==> config.mk <==
export PLATFORM = sky130hd
export DESIGN_NAME = timestamp_age_interval
export DESIGN_NICKNAME = d
export VERILOG_FILES = /design/src/sv/tsai_pkg.sv /design/src/sv/tsai_ref_len.sv /design/src/sv/timestamp_age_interval.sv
export SDC_FILE = /design/constraint.sdc
export NUM_CORES = 1
export LEC_CHECK = 0
export BUFFER_PORTS_ARGS = -buffer_cell sky130_fd_sc_hd__buf_2
export CORE_UTILIZATION = 62
export DETAILED_ROUTE_END_ITERATION = 8
export GPL_ROUTABILITY_DRIVEN = 1
export GPL_TIMING_DRIVEN = 0
export MAX_ROUTING_LAYER = met4
export PLACE_DENSITY = 0.84
export SYNTH_ARGS = -nofsm -noshare
export SYNTH_HDL_FRONTEND = slang
export SYNTH_HIERARCHICAL = 1
export SYNTH_SLANG_ARGS = --single-unit
==> constraint.sdc <==
create_clock -name clk -period 6.9 [get_ports clk]
set_input_delay 0.345 -clock clk [delete_from_list [all_inputs] [get_ports clk]]
set_output_delay 0.345 -clock clk [all_outputs]
set_load 0.005 [all_outputs]
==> src/sv/tsai_pkg.sv <==
`timescale 1ns / 1ps
// ----------------------------------------------------------------------------
// Timestamp age interval package
// Shared widths, calendar constants, the month length table and the stage
// advance bundle used by the age pipeline and its reference month unit.
// ----------------------------------------------------------------------------
package tsai_pkg;

    localparam int YEAR_W   = 20;
    localparam int MONTH_W  = 4;
    localparam int DAY_W    = 5;
    localparam int TOD_W    = 37;
    localparam int MONTHS_W = 24;
    localparam int DAYS_W   = 6;
    localparam int MICROS_W = 38;

    localparam int YD_W  = YEAR_W + 1;
    localparam int MD_W  = MONTH_W + 2;
    localparam int DD_W  = DAY_W + 2;
    localparam int TD_W  = TOD_W + 2;
    localparam int LEN_W = 5;

    localparam logic [TD_W-1:0]  MICROS_IN_DAY  = 39'd86400000000;
    localparam logic [MD_W-1:0]  MONTHS_IN_YEAR = 6'd12;

    localparam int                 RECIP_SHIFT = 25;
    localparam int                 RECIP_W     = 21;
    localparam logic [RECIP_W-1:0] RECIP_25    = 21'd1342177;
    localparam int                 PROD_W      = YEAR_W + RECIP_W;
    localparam int                 QUOT_W      = PROD_W - RECIP_SHIFT;

    localparam logic [MONTH_W-1:0] MONTH_JAN = 4'd1;
    localparam logic [MONTH_W-1:0] MONTH_FEB = 4'd2;
    localparam logic [MONTH_W-1:0] MONTH_DEC = 4'd12;

    localparam logic [LEN_W-1:0] LEN_LONG = 5'd31;
    localparam logic [LEN_W-1:0] LEN_LEAP = 5'd29;
    localparam logic [LEN_W-1:0] LEN_MIN  = 5'd28;

    localparam logic [LEN_W-1:0] MONTH_DAYS [12] =
        '{5'd31, 5'd28, 5'd31, 5'd30, 5'd31, 5'd30,
          5'd31, 5'd31, 5'd30, 5'd31, 5'd30, 5'd31};

    typedef struct packed {
        logic s1;
        logic s2;
        logic s3;
    } adv_t;

    function automatic logic [LEN_W-1:0] month_days(input logic [MONTH_W-1:0] month,
                                                    input logic leap);
        logic [MONTH_W-1:0] idx;
        logic [LEN_W-1:0]   len;
        idx = month - MONTH_JAN;
        if ((month < MONTH_JAN) || (month > MONTH_DEC))
        begin
            len = LEN_LONG;
        end
        else if ((month == MONTH_FEB) && leap)
        begin
            len = LEN_LEAP;
        end
        else
        begin
            len = MONTH_DAYS[idx];
        end
        return len;
    endfunction

endpackage

==> src/sv/tsai_ref_len.sv <==
`timescale 1ns / 1ps
// ----------------------------------------------------------------------------
// Reference month length unit
// Three register stages that find the Gregorian length of the reference
// month, testing the year for divisibility by 25 through a reciprocal multiply.
// ----------------------------------------------------------------------------
module tsai_ref_len (
    input  logic                                    clk,
    input  tsai_pkg::adv_t                          adv,
    input  logic signed [tsai_pkg::YEAR_W-1:0]      year,
    input  logic        [tsai_pkg::MONTH_W-1:0]     month,
    output logic        [tsai_pkg::LEN_W-1:0]       len
);

    logic [tsai_pkg::YEAR_W-1:0]  yabs1_reg;
    logic [tsai_pkg::YEAR_W-1:0]  yabs1_next;
    logic [3:0]                   low1_reg;
    logic [tsai_pkg::MONTH_W-1:0] mon1_reg;

    logic [tsai_pkg::PROD_W-1:0]  prod;
    logic [tsai_pkg::QUOT_W-1:0]  quot2_reg;
    logic [tsai_pkg::YEAR_W-1:0]  yabs2_reg;
    logic [3:0]                   low2_reg;
    logic [tsai_pkg::MONTH_W-1:0] mon2_reg;

    logic [tsai_pkg::YEAR_W-1:0]  quot_ext;
    logic [tsai_pkg::YEAR_W-1:0]  rem_full;
    logic [5:0]                   rem;
    logic                         div25;
    logic                         leap;
    logic [tsai_pkg::LEN_W-1:0]   len_reg;
    logic [tsai_pkg::LEN_W-1:0]   len_next;

    assign yabs1_next = year[tsai_pkg::YEAR_W-1] ? (-year) : year;
    assign prod = tsai_pkg::PROD_W'(yabs1_reg) * tsai_pkg::PROD_W'(tsai_pkg::RECIP_25);

    always_comb
    begin
        quot_ext = tsai_pkg::YEAR_W'(quot2_reg);
        rem_full = yabs2_reg - (quot_ext << 4) - (quot_ext << 3) - quot_ext;
        rem      = rem_full[5:0];
        div25    = (rem == 6'd0) || (rem == 6'd25);
        leap     = (low2_reg[1:0] == 2'b00) && (!div25 || (low2_reg == 4'b0000));
        len_next = tsai_pkg::month_days(mon2_reg, leap);
    end

    always_ff @(posedge clk)
    begin
        if (adv.s1)
        begin
            yabs1_reg <= yabs1_next;
            low1_reg  <= year[3:0];
            mon1_reg  <= month;
        end
        if (adv.s2)
        begin
            quot2_reg <= prod[tsai_pkg::PROD_W-1:tsai_pkg::RECIP_SHIFT];
            yabs2_reg <= yabs1_reg;
            low2_reg  <= low1_reg;
            mon2_reg  <= mon1_reg;
        end
        if (adv.s3)
        begin
            len_reg <= len_next;
        end
    end

    assign len = len_reg;

endmodule

==> src/sv/timestamp_age_interval.sv <==
`timescale 1ns / 1ps
// ----------------------------------------------------------------------------
// Timestamp age interval
// Calendar age of two broken-down timestamps as months, days and microseconds,
// with time, day and month borrows worked in successive pipeline stages.
// ----------------------------------------------------------------------------
// An input transfer moves through the stage valid bits v1_reg to v5_reg in order;
// out_valid is v5_reg, and the result holds while out_stall is high.
// Throughput: one item per cycle; the five-stage pipeline takes a new item
// every cycle unless out_stall holds a full pipeline.
// Reset clears the stage valid bits only; no result is pending after reset.
// ----------------------------------------------------------------------------
module timestamp_age_interval (
    input  logic                                    clk,
    input  logic                                    rst_n,
    input  logic                                    in_valid,
    output logic                                    in_stall,
    input  logic signed [tsai_pkg::YEAR_W-1:0]      year_first,
    input  logic        [tsai_pkg::MONTH_W-1:0]     month_first,
    input  logic        [tsai_pkg::DAY_W-1:0]       day_first,
    input  logic        [tsai_pkg::TOD_W-1:0]       tod_first,
    input  logic signed [tsai_pkg::YEAR_W-1:0]      year_second,
    input  logic        [tsai_pkg::MONTH_W-1:0]     month_second,
    input  logic        [tsai_pkg::DAY_W-1:0]       day_second,
    input  logic        [tsai_pkg::TOD_W-1:0]       tod_second,
    input  logic                                    first_is_earlier,
    output logic                                    out_valid,
    input  logic                                    out_stall,
    output logic signed [tsai_pkg::MONTHS_W-1:0]    age_months,
    output logic signed [tsai_pkg::DAYS_W-1:0]      age_days,
    output logic signed [tsai_pkg::MICROS_W-1:0]    age_micros
);

    logic v1_reg, v2_reg, v3_reg, v4_reg, v5_reg;
    logic en1, en2, en3, en4, en5;
    tsai_pkg::adv_t adv;

    logic signed [tsai_pkg::YD_W-1:0] yd1_reg, yd2_reg, yd3_reg, yd4_reg;
    logic signed [tsai_pkg::MD_W-1:0] md1_reg, md2_reg, md3_reg, md4_reg;
    logic signed [tsai_pkg::DD_W-1:0] dd1_reg, dd2_reg, dd3_reg, dd4_reg;
    logic signed [tsai_pkg::TD_W-1:0] td1_reg, td2_reg, td3_reg, td4_reg;
    logic flip1_reg, flip2_reg, flip3_reg, flip4_reg, flip5_reg;

    logic signed [tsai_pkg::YD_W-1:0] yd1_next;
    logic signed [tsai_pkg::MD_W-1:0] md1_next;
    logic signed [tsai_pkg::DD_W-1:0] dd1_next;
    logic signed [tsai_pkg::TD_W-1:0] td1_next;
    logic signed [tsai_pkg::YD_W-1:0] yd_raw;
    logic signed [tsai_pkg::MD_W-1:0] md_raw;
    logic signed [tsai_pkg::DD_W-1:0] dd_raw;
    logic signed [tsai_pkg::TD_W-1:0] td_raw;

    logic signed [tsai_pkg::YEAR_W-1:0]  ref_year;
    logic        [tsai_pkg::MONTH_W-1:0] ref_month;
    logic        [tsai_pkg::LEN_W-1:0]   ref_len;

    logic signed [tsai_pkg::TD_W-1:0] td_one, td_two, td2_next;
    logic signed [tsai_pkg::DD_W-1:0] dd2_next;
    logic        [1:0]                t_borrow;

    logic signed [tsai_pkg::DD_W-1:0] dd_one, dd_two, dd4_next, len_ext;
    logic signed [tsai_pkg::MD_W-1:0] md4_next;
    logic        [1:0]                d_borrow;

    logic signed [tsai_pkg::MD_W-1:0]     md_one, md_two, md_fin;
    logic        [1:0]                    m_borrow;
    logic        [tsai_pkg::MONTHS_W-1:0] yd_ext, md_ext, yd_fin, months;
    logic        [tsai_pkg::DD_W-1:0]     dd_out;
    logic        [tsai_pkg::TD_W-1:0]     td_out;

    logic [tsai_pkg::MONTHS_W-1:0] months_reg, months_next;
    logic [tsai_pkg::DAYS_W-1:0]   days_reg, days_next;
    logic [tsai_pkg::MICROS_W-1:0] micros_reg, micros_next;

    // A stage moves on when it is empty or the stage after it moves on.
    assign en5 = !v5_reg || !out_stall;
    assign en4 = !v4_reg || en5;
    assign en3 = !v3_reg || en4;
    assign en2 = !v2_reg || en3;
    assign en1 = !v1_reg || en2;
    assign in_stall = !en1;
    assign adv = '{s1: en1, s2: en2, s3: en3};

    always_comb
    begin
        yd_raw = {year_first[tsai_pkg::YEAR_W-1], year_first}
               - {year_second[tsai_pkg::YEAR_W-1], year_second};
        md_raw = {2'b00, month_first} - {2'b00, month_second};
        dd_raw = {2'b00, day_first} - {2'b00, day_second};
        td_raw = {2'b00, tod_first} - {2'b00, tod_second};
        yd1_next  = first_is_earlier ? -yd_raw : yd_raw;
        md1_next  = first_is_earlier ? -md_raw : md_raw;
        dd1_next  = first_is_earlier ? -dd_raw : dd_raw;
        td1_next  = first_is_earlier ? -td_raw : td_raw;
        ref_year  = first_is_earlier ? year_first : year_second;
        ref_month = first_is_earlier ? month_first : month_second;
    end

    tsai_ref_len u_ref_len (
        .clk   (clk),
        .adv   (adv),
        .year  (ref_year),
        .month (ref_month),
        .len   (ref_len)
    );

    always_comb
    begin
        td_one = td1_reg + signed'(tsai_pkg::MICROS_IN_DAY);
        td_two = td_one + signed'(tsai_pkg::MICROS_IN_DAY);
        priority if (td1_reg >= 0)
        begin
            td2_next = td1_reg;
            t_borrow = 2'd0;
        end
        else if (td_one >= 0)
        begin
            td2_next = td_one;
            t_borrow = 2'd1;
        end
        else
        begin
            td2_next = td_two;
            t_borrow = 2'd2;
        end
        dd2_next = dd1_reg - signed'({5'd0, t_borrow});
    end

    always_comb
    begin
        len_ext = signed'({2'b00, ref_len});
        dd_one  = dd3_reg + len_ext;
        dd_two  = dd_one + len_ext;
        priority if (dd3_reg >= 0)
        begin
            dd4_next = dd3_reg;
            d_borrow = 2'd0;
        end
        else if (dd_one >= 0)
        begin
            dd4_next = dd_one;
            d_borrow = 2'd1;
        end
        else
        begin
            dd4_next = dd_two;
            d_borrow = 2'd2;
        end
        md4_next = md3_reg - signed'({4'd0, d_borrow});
    end

    always_comb
    begin
        md_one = md4_reg + signed'(tsai_pkg::MONTHS_IN_YEAR);
        md_two = md_one + signed'(tsai_pkg::MONTHS_IN_YEAR);
        priority if (md4_reg >= 0)
        begin
            md_fin   = md4_reg;
            m_borrow = 2'd0;
        end
        else if (md_one >= 0)
        begin
            md_fin   = md_one;
            m_borrow = 2'd1;
        end
        else
        begin
            md_fin   = md_two;
            m_borrow = 2'd2;
        end
        yd_ext = {{(tsai_pkg::MONTHS_W-tsai_pkg::YD_W){yd4_reg[tsai_pkg::YD_W-1]}}, yd4_reg};
        md_ext = {{(tsai_pkg::MONTHS_W-tsai_pkg::MD_W){md_fin[tsai_pkg::MD_W-1]}}, md_fin};
        yd_fin = yd_ext - {22'd0, m_borrow};
        months = (yd_fin << 3) + (yd_fin << 2) + md_ext;
        months_next = flip4_reg ? -months : months;
        dd_out      = flip4_reg ? -dd4_reg : dd4_reg;
        td_out      = flip4_reg ? -td4_reg : td4_reg;
        days_next   = dd_out[tsai_pkg::DAYS_W-1:0];
        micros_next = td_out[tsai_pkg::MICROS_W-1:0];
    end

    always_ff @(posedge clk or negedge rst_n)
    begin
        if (!rst_n)
        begin
            v1_reg <= 1'b0;
            v2_reg <= 1'b0;
            v3_reg <= 1'b0;
            v4_reg <= 1'b0;
            v5_reg <= 1'b0;
        end
        else
        begin
            if (en1)
            begin
                v1_reg <= in_valid;
            end
            if (en2)
            begin
                v2_reg <= v1_reg;
            end
            if (en3)
            begin
                v3_reg <= v2_reg;
            end
            if (en4)
            begin
                v4_reg <= v3_reg;
            end
            if (en5)
            begin
                v5_reg <= v4_reg;
            end
        end
    end

    always_ff @(posedge clk)
    begin
        if (en1)
        begin
            yd1_reg   <= yd1_next;
            md1_reg   <= md1_next;
            dd1_reg   <= dd1_next;
            td1_reg   <= td1_next;
            flip1_reg <= first_is_earlier;
        end
        if (en2)
        begin
            yd2_reg   <= yd1_reg;
            md2_reg   <= md1_reg;
            dd2_reg   <= dd2_next;
            td2_reg   <= td2_next;
            flip2_reg <= flip1_reg;
        end
        if (en3)
        begin
            yd3_reg   <= yd2_reg;
            md3_reg   <= md2_reg;
            dd3_reg   <= dd2_reg;
            td3_reg   <= td2_reg;
            flip3_reg <= flip2_reg;
        end
        if (en4)
        begin
            yd4_reg   <= yd3_reg;
            md4_reg   <= md4_next;
            dd4_reg   <= dd4_next;
            td4_reg   <= td3_reg;
            flip4_reg <= flip3_reg;
        end
        if (en5)
        begin
            months_reg <= months_next;
            days_reg   <= days_next;
            micros_reg <= micros_next;
            flip5_reg  <= flip4_reg;
        end
    end

    assign out_valid  = v5_reg;
    assign age_months = signed'(months_reg);
    assign age_days   = signed'(days_reg);
    assign age_micros = signed'(micros_reg);

    // The input side may only stall when every stage holds an item.
    a_stall_full: assert property (@(posedge clk) disable iff (!rst_n)
        in_stall |-> (v1_reg && v2_reg && v3_reg && v4_reg && v5_reg))
        else $error("input stalled with an empty pipeline stage");

    // The reference month length must be a real month length when it is used.
    a_len_range: assert property (@(posedge clk) disable iff (!rst_n)
        v3_reg |-> (ref_len >= tsai_pkg::LEN_MIN))
        else $error("reference month length below 28 days");

    // Without the sign flip, every borrow leaves non-negative days and time.
    a_forward_sign: assert property (@(posedge clk) disable iff (!rst_n)
        (out_valid && !flip5_reg) |-> (!age_days[tsai_pkg::DAYS_W-1]
            && !age_micros[tsai_pkg::MICROS_W-1]))
        else $error("negative day or time part without sign flip");

    // The day part never reaches the most negative code of its width.
    a_days_range: assert property (@(posedge clk) disable iff (!rst_n)
        out_valid |-> (age_days != 6'b100000))
        else $error("day part out of range");

endmodule
==> flow_metrics.env <==
export IMPL_cp_common_cell="fa_1"
export IMPL_hpwl_mm=55.9
export IMPL_cts_setup_buffers=0
export IMPL_first_global_vias=21500
export IMPL_root_buffer="clkbuf_16"
export IMPL_timing_rr_end="u_ref_len/quot2_reg[3]"
export IMPL_clock_sinks=413
export IMPL_hold_viol=0
export IMPL_whs_path_depth=1
export IMPL_drc_errors=0
export IMPL_via_count=22400
export IMPL_startpoint_type="register"
export IMPL_avgSynthCellArea_um2=10.7
export IMPL_largest_reg_flops=39
export IMPL_fin_crit_ns=6.49
export IMPL_gp_congestion=0.963
export IMPL_crit_chain="inv_1 > fa_1 > fa_1 > fa_1 > inv_1 > fa_1 > inv_1 > fa_1 > inv_1 > fa_1 > ha_1 > ha_1 > nand3_1 > a2111oi_0 > or3_1 > o22a_1 > o41a_1 > xor2_1"
export IMPL_wl_met3_mm=4.28
export IMPL_wl_met2_mm=32.4
export IMPL_grt_max_degree=77
export IMPL_netlist_area_mm2=0.0307
export IMPL_areaGrowthSynthToFinish_pct=11.4
export IMPL_fillers=3561
export IMPL_ys_ff_latch=413
export IMPL_viasPerCell=5.83
export IMPL_max_freq_mhz=154
export IMPL_maxUsedRoutingLayer="met4"
export IMPL_slew_headroom=0.365
export IMPL_synth_seq_area_share=0.403
export IMPL_antenna_found_initial=1
export IMPL_min_to="flip1_reg"
export IMPL_synth_edff_count=408
export IMPL_synth_cell_type_count=101
export IMPL_rsz0062_at_grt="no"
export IMPL_synthArstFlopShare=0.0121
export IMPL_finalClockSkew_ns=0.0304
export IMPL_maxCapViolCount=0
export IMPL_cts_tree="built"
export IMPL_tightest_slew_ns=0.953
export IMPL_grt_pass1_wl_mm=111
export IMPL_r2r_start="u_ref_len/yabs1_reg[9]"
export IMPL_cp_slowest_stage_delay_ns=0.74
export IMPL_coreArea_mm2=0.0488
export IMPL_num_rows=81
export IMPL_status="finished, final reports clean"
export IMPL_fin_nets=3690
export IMPL_slew_violations=0
export IMPL_hp_class="in2reg"
export IMPL_first_pass_iters=6
export IMPL_insertion_delay_ns=0.58
export IMPL_cts_buffer_depth=3
export IMPL_postRouteAntennaNets=0
export IMPL_grtUsageTotal=0.288
export IMPL_first_iter_violations=1733
export IMPL_setup_viol=0
export IMPL_wl_met1_mm=32.1
export IMPL_yosys_warnings=6
export IMPL_cp_buffers_inverters=4
export IMPL_die_w_um=225
export IMPL_cts_buffers=42
export IMPL_tns_ns=0
export IMPL_worstPathMaxFanout=8
export IMPL_ioPinCount=207
export IMPL_port_buffers=206
export IMPL_ff2ff_path_depth=18
export IMPL_overflow=0
export IMPL_drt_total_wl_mm=70.3
export IMPL_crit_family="adder cells"
export IMPL_worstPathArrival_ns=6.82
export IMPL_start_util=0.628
export IMPL_hold_path_startpoint="first_is_earlier"
export IMPL_cts_clk_slew_worst_paths_ns=0.06
export IMPL_syn_inst=2875
export IMPL_drive_gt1_frac=0.114
export IMPL_cpMaxStageDelayCell="a2111oi_0"
export IMPL_h_tree_depth=2
export IMPL_critPathCaptureType="register"
export IMPL_critPathRequiredTime_ns=7.23
export IMPL_die_y_um=225
export IMPL_fin_crit_sh=0.940
export IMPL_wl_per_cell_um=18.3
export IMPL_die_area_mm2=0.0504
export IMPL_synth_main_ff_cell="edfxtp_1"
export IMPL_rrSetupSlack_ns=0.41
export IMPL_critPathKind="reg2reg"
## per-layer routing
layer	vias up	GRT usage
met1	10700	0.407
met3	104	0.0299
met4	0	0.0746
met5	-	-
met2	849	0.448
li1	10700	-
## cell type report
type                       instances  area (µm²)  share of cell area
multi-input combinational       1986       16500               0.483
sequential                       413       12400               0.362
inverter                         402        1510              0.0441
timing repair buffer             217        1210              0.0354
clock buffer                      49        1080              0.0315
tap                              664         831              0.0243
clock inverter                    27         332             0.00970
buffer                            76         329             0.00963
antenna                            1        2.50           0.0000732
## synthesized netlist by cell type (6+ instances only)
cell type | number | area, µm²
xor2_1 | 78 | 683
a211o_1 | 7 | 61.3
a21oi_1 | 131 | 656
nor2b_1 | 13 | 81.3
o211ai_1 | 24 | 180
nor4_1 | 22 | 138
xnor2_1 | 227 | 1990
buf_1 | 6 | 22.5
or2_2 | 17 | 106
mux2i_1 | 7 | 70.1
a2111oi_0 | 7 | 61.3
o21ai_0 | 166 | 831
nand4_1 | 22 | 138
or4_1 | 14 | 105
a31oi_1 | 12 | 75.1
clkbuf_1 | 53 | 199
nor2_1 | 120 | 450
ha_1 | 261 | 3270
o211a_1 | 7 | 70.1
nand2_1 | 191 | 717
nor3_1 | 45 | 225
nand3_1 | 55 | 275
and3_1 | 23 | 144
edfxtp_1 | 408 | 12300
nand2b_1 | 34 | 213
o21a_1 | 21 | 158
a21o_1 | 50 | 375
or3_1 | 31 | 194
fa_1 | 154 | 3080
inv_1 | 400 | 1500
buf_2 | 11 | 55.1
o21ai_1 | 8 | 40.0
a211oi_1 | 21 | 158
o21bai_1 | 11 | 82.6
o31ai_1 | 40 | 300
and2_1 | 21 | 131
o41ai_1 | 9 | 78.8
## cells in the final DEF (no fill, tap or decap), types with 23 or more instances in the layout
cell type and count:
o31ai_1 40, nor2_1 120, edfxtp_1 408, ha_1 261, clkbuf_16 42, nand2b_1 34
or3_1 31, fa_1 154, o211ai_1 24, buf_2 217, clkbuf_1 60, a21oi_1 130
xor2_1 78, xnor2_1 227, nand2_1 189, a21o_1 50, o21ai_0 166, inv_1 399
and3_1 23, nor3_1 45, nand3_1 54
## worst max path at each step
stage,to,slack [ns],cells after the start,start
finish,u_ref_len/quot2_reg[3],0.41,18,u_ref_len/yabs1_reg[9]
global placement,u_ref_len/yabs1_reg[12],0.36,3,out_stall
global route,age_months[23],0.07,25,md4_reg[3]
detailed placement,age_months[23],0.45,22,md4_reg[4]
floorplan,u_ref_len/quot2_reg[3],1.12,18,u_ref_len/yabs1_reg[17]
CTS,age_months[23],0.42,22,md4_reg[4]
## per-stage QoR
stage          cell area, µm²  utilization  setup WS, ns  hold WS, ns  cells
3_5_place_dp            32700        0.670         0.448        0.165   3756
6_report                34200        0.700         0.411       0.0806   3835
2_1_floorplan           30700            -          1.12       0.0494   2877
5_1_grt                 34200        0.700        0.0725       0.0752   3835
4_1_cts                 34200        0.700         0.421       0.0532   3834
3_3_place_gp            32600        0.667         0.359        0.157   3747
## cells by family (layout without fill, tap and decap cells)
family,after synthesis,count (layout),synth area share
flops,413,413,0.403
xor+xnor,305,305,0.0870
other cells,1,4,0.000122
fa+ha+maj,416,416,0.207
mux,11,11,0.00375
compound gates,605,605,0.132
buf+inv,478,771,0.0599
simple gates,646,646,0.107
## timing repair
| action | CTS | global route |
|---|---|---|
| hold endpoints to repair | 6 | 0 |
| resized for setup | 0 | 1 |
| endpoints found under the setup margin | 0 | 1 |
| hold buffers | 2 | 0 |
Power is not shown: default switching activity piles up to over one toggle a cycle in this logic, so the estimate is an artifact.
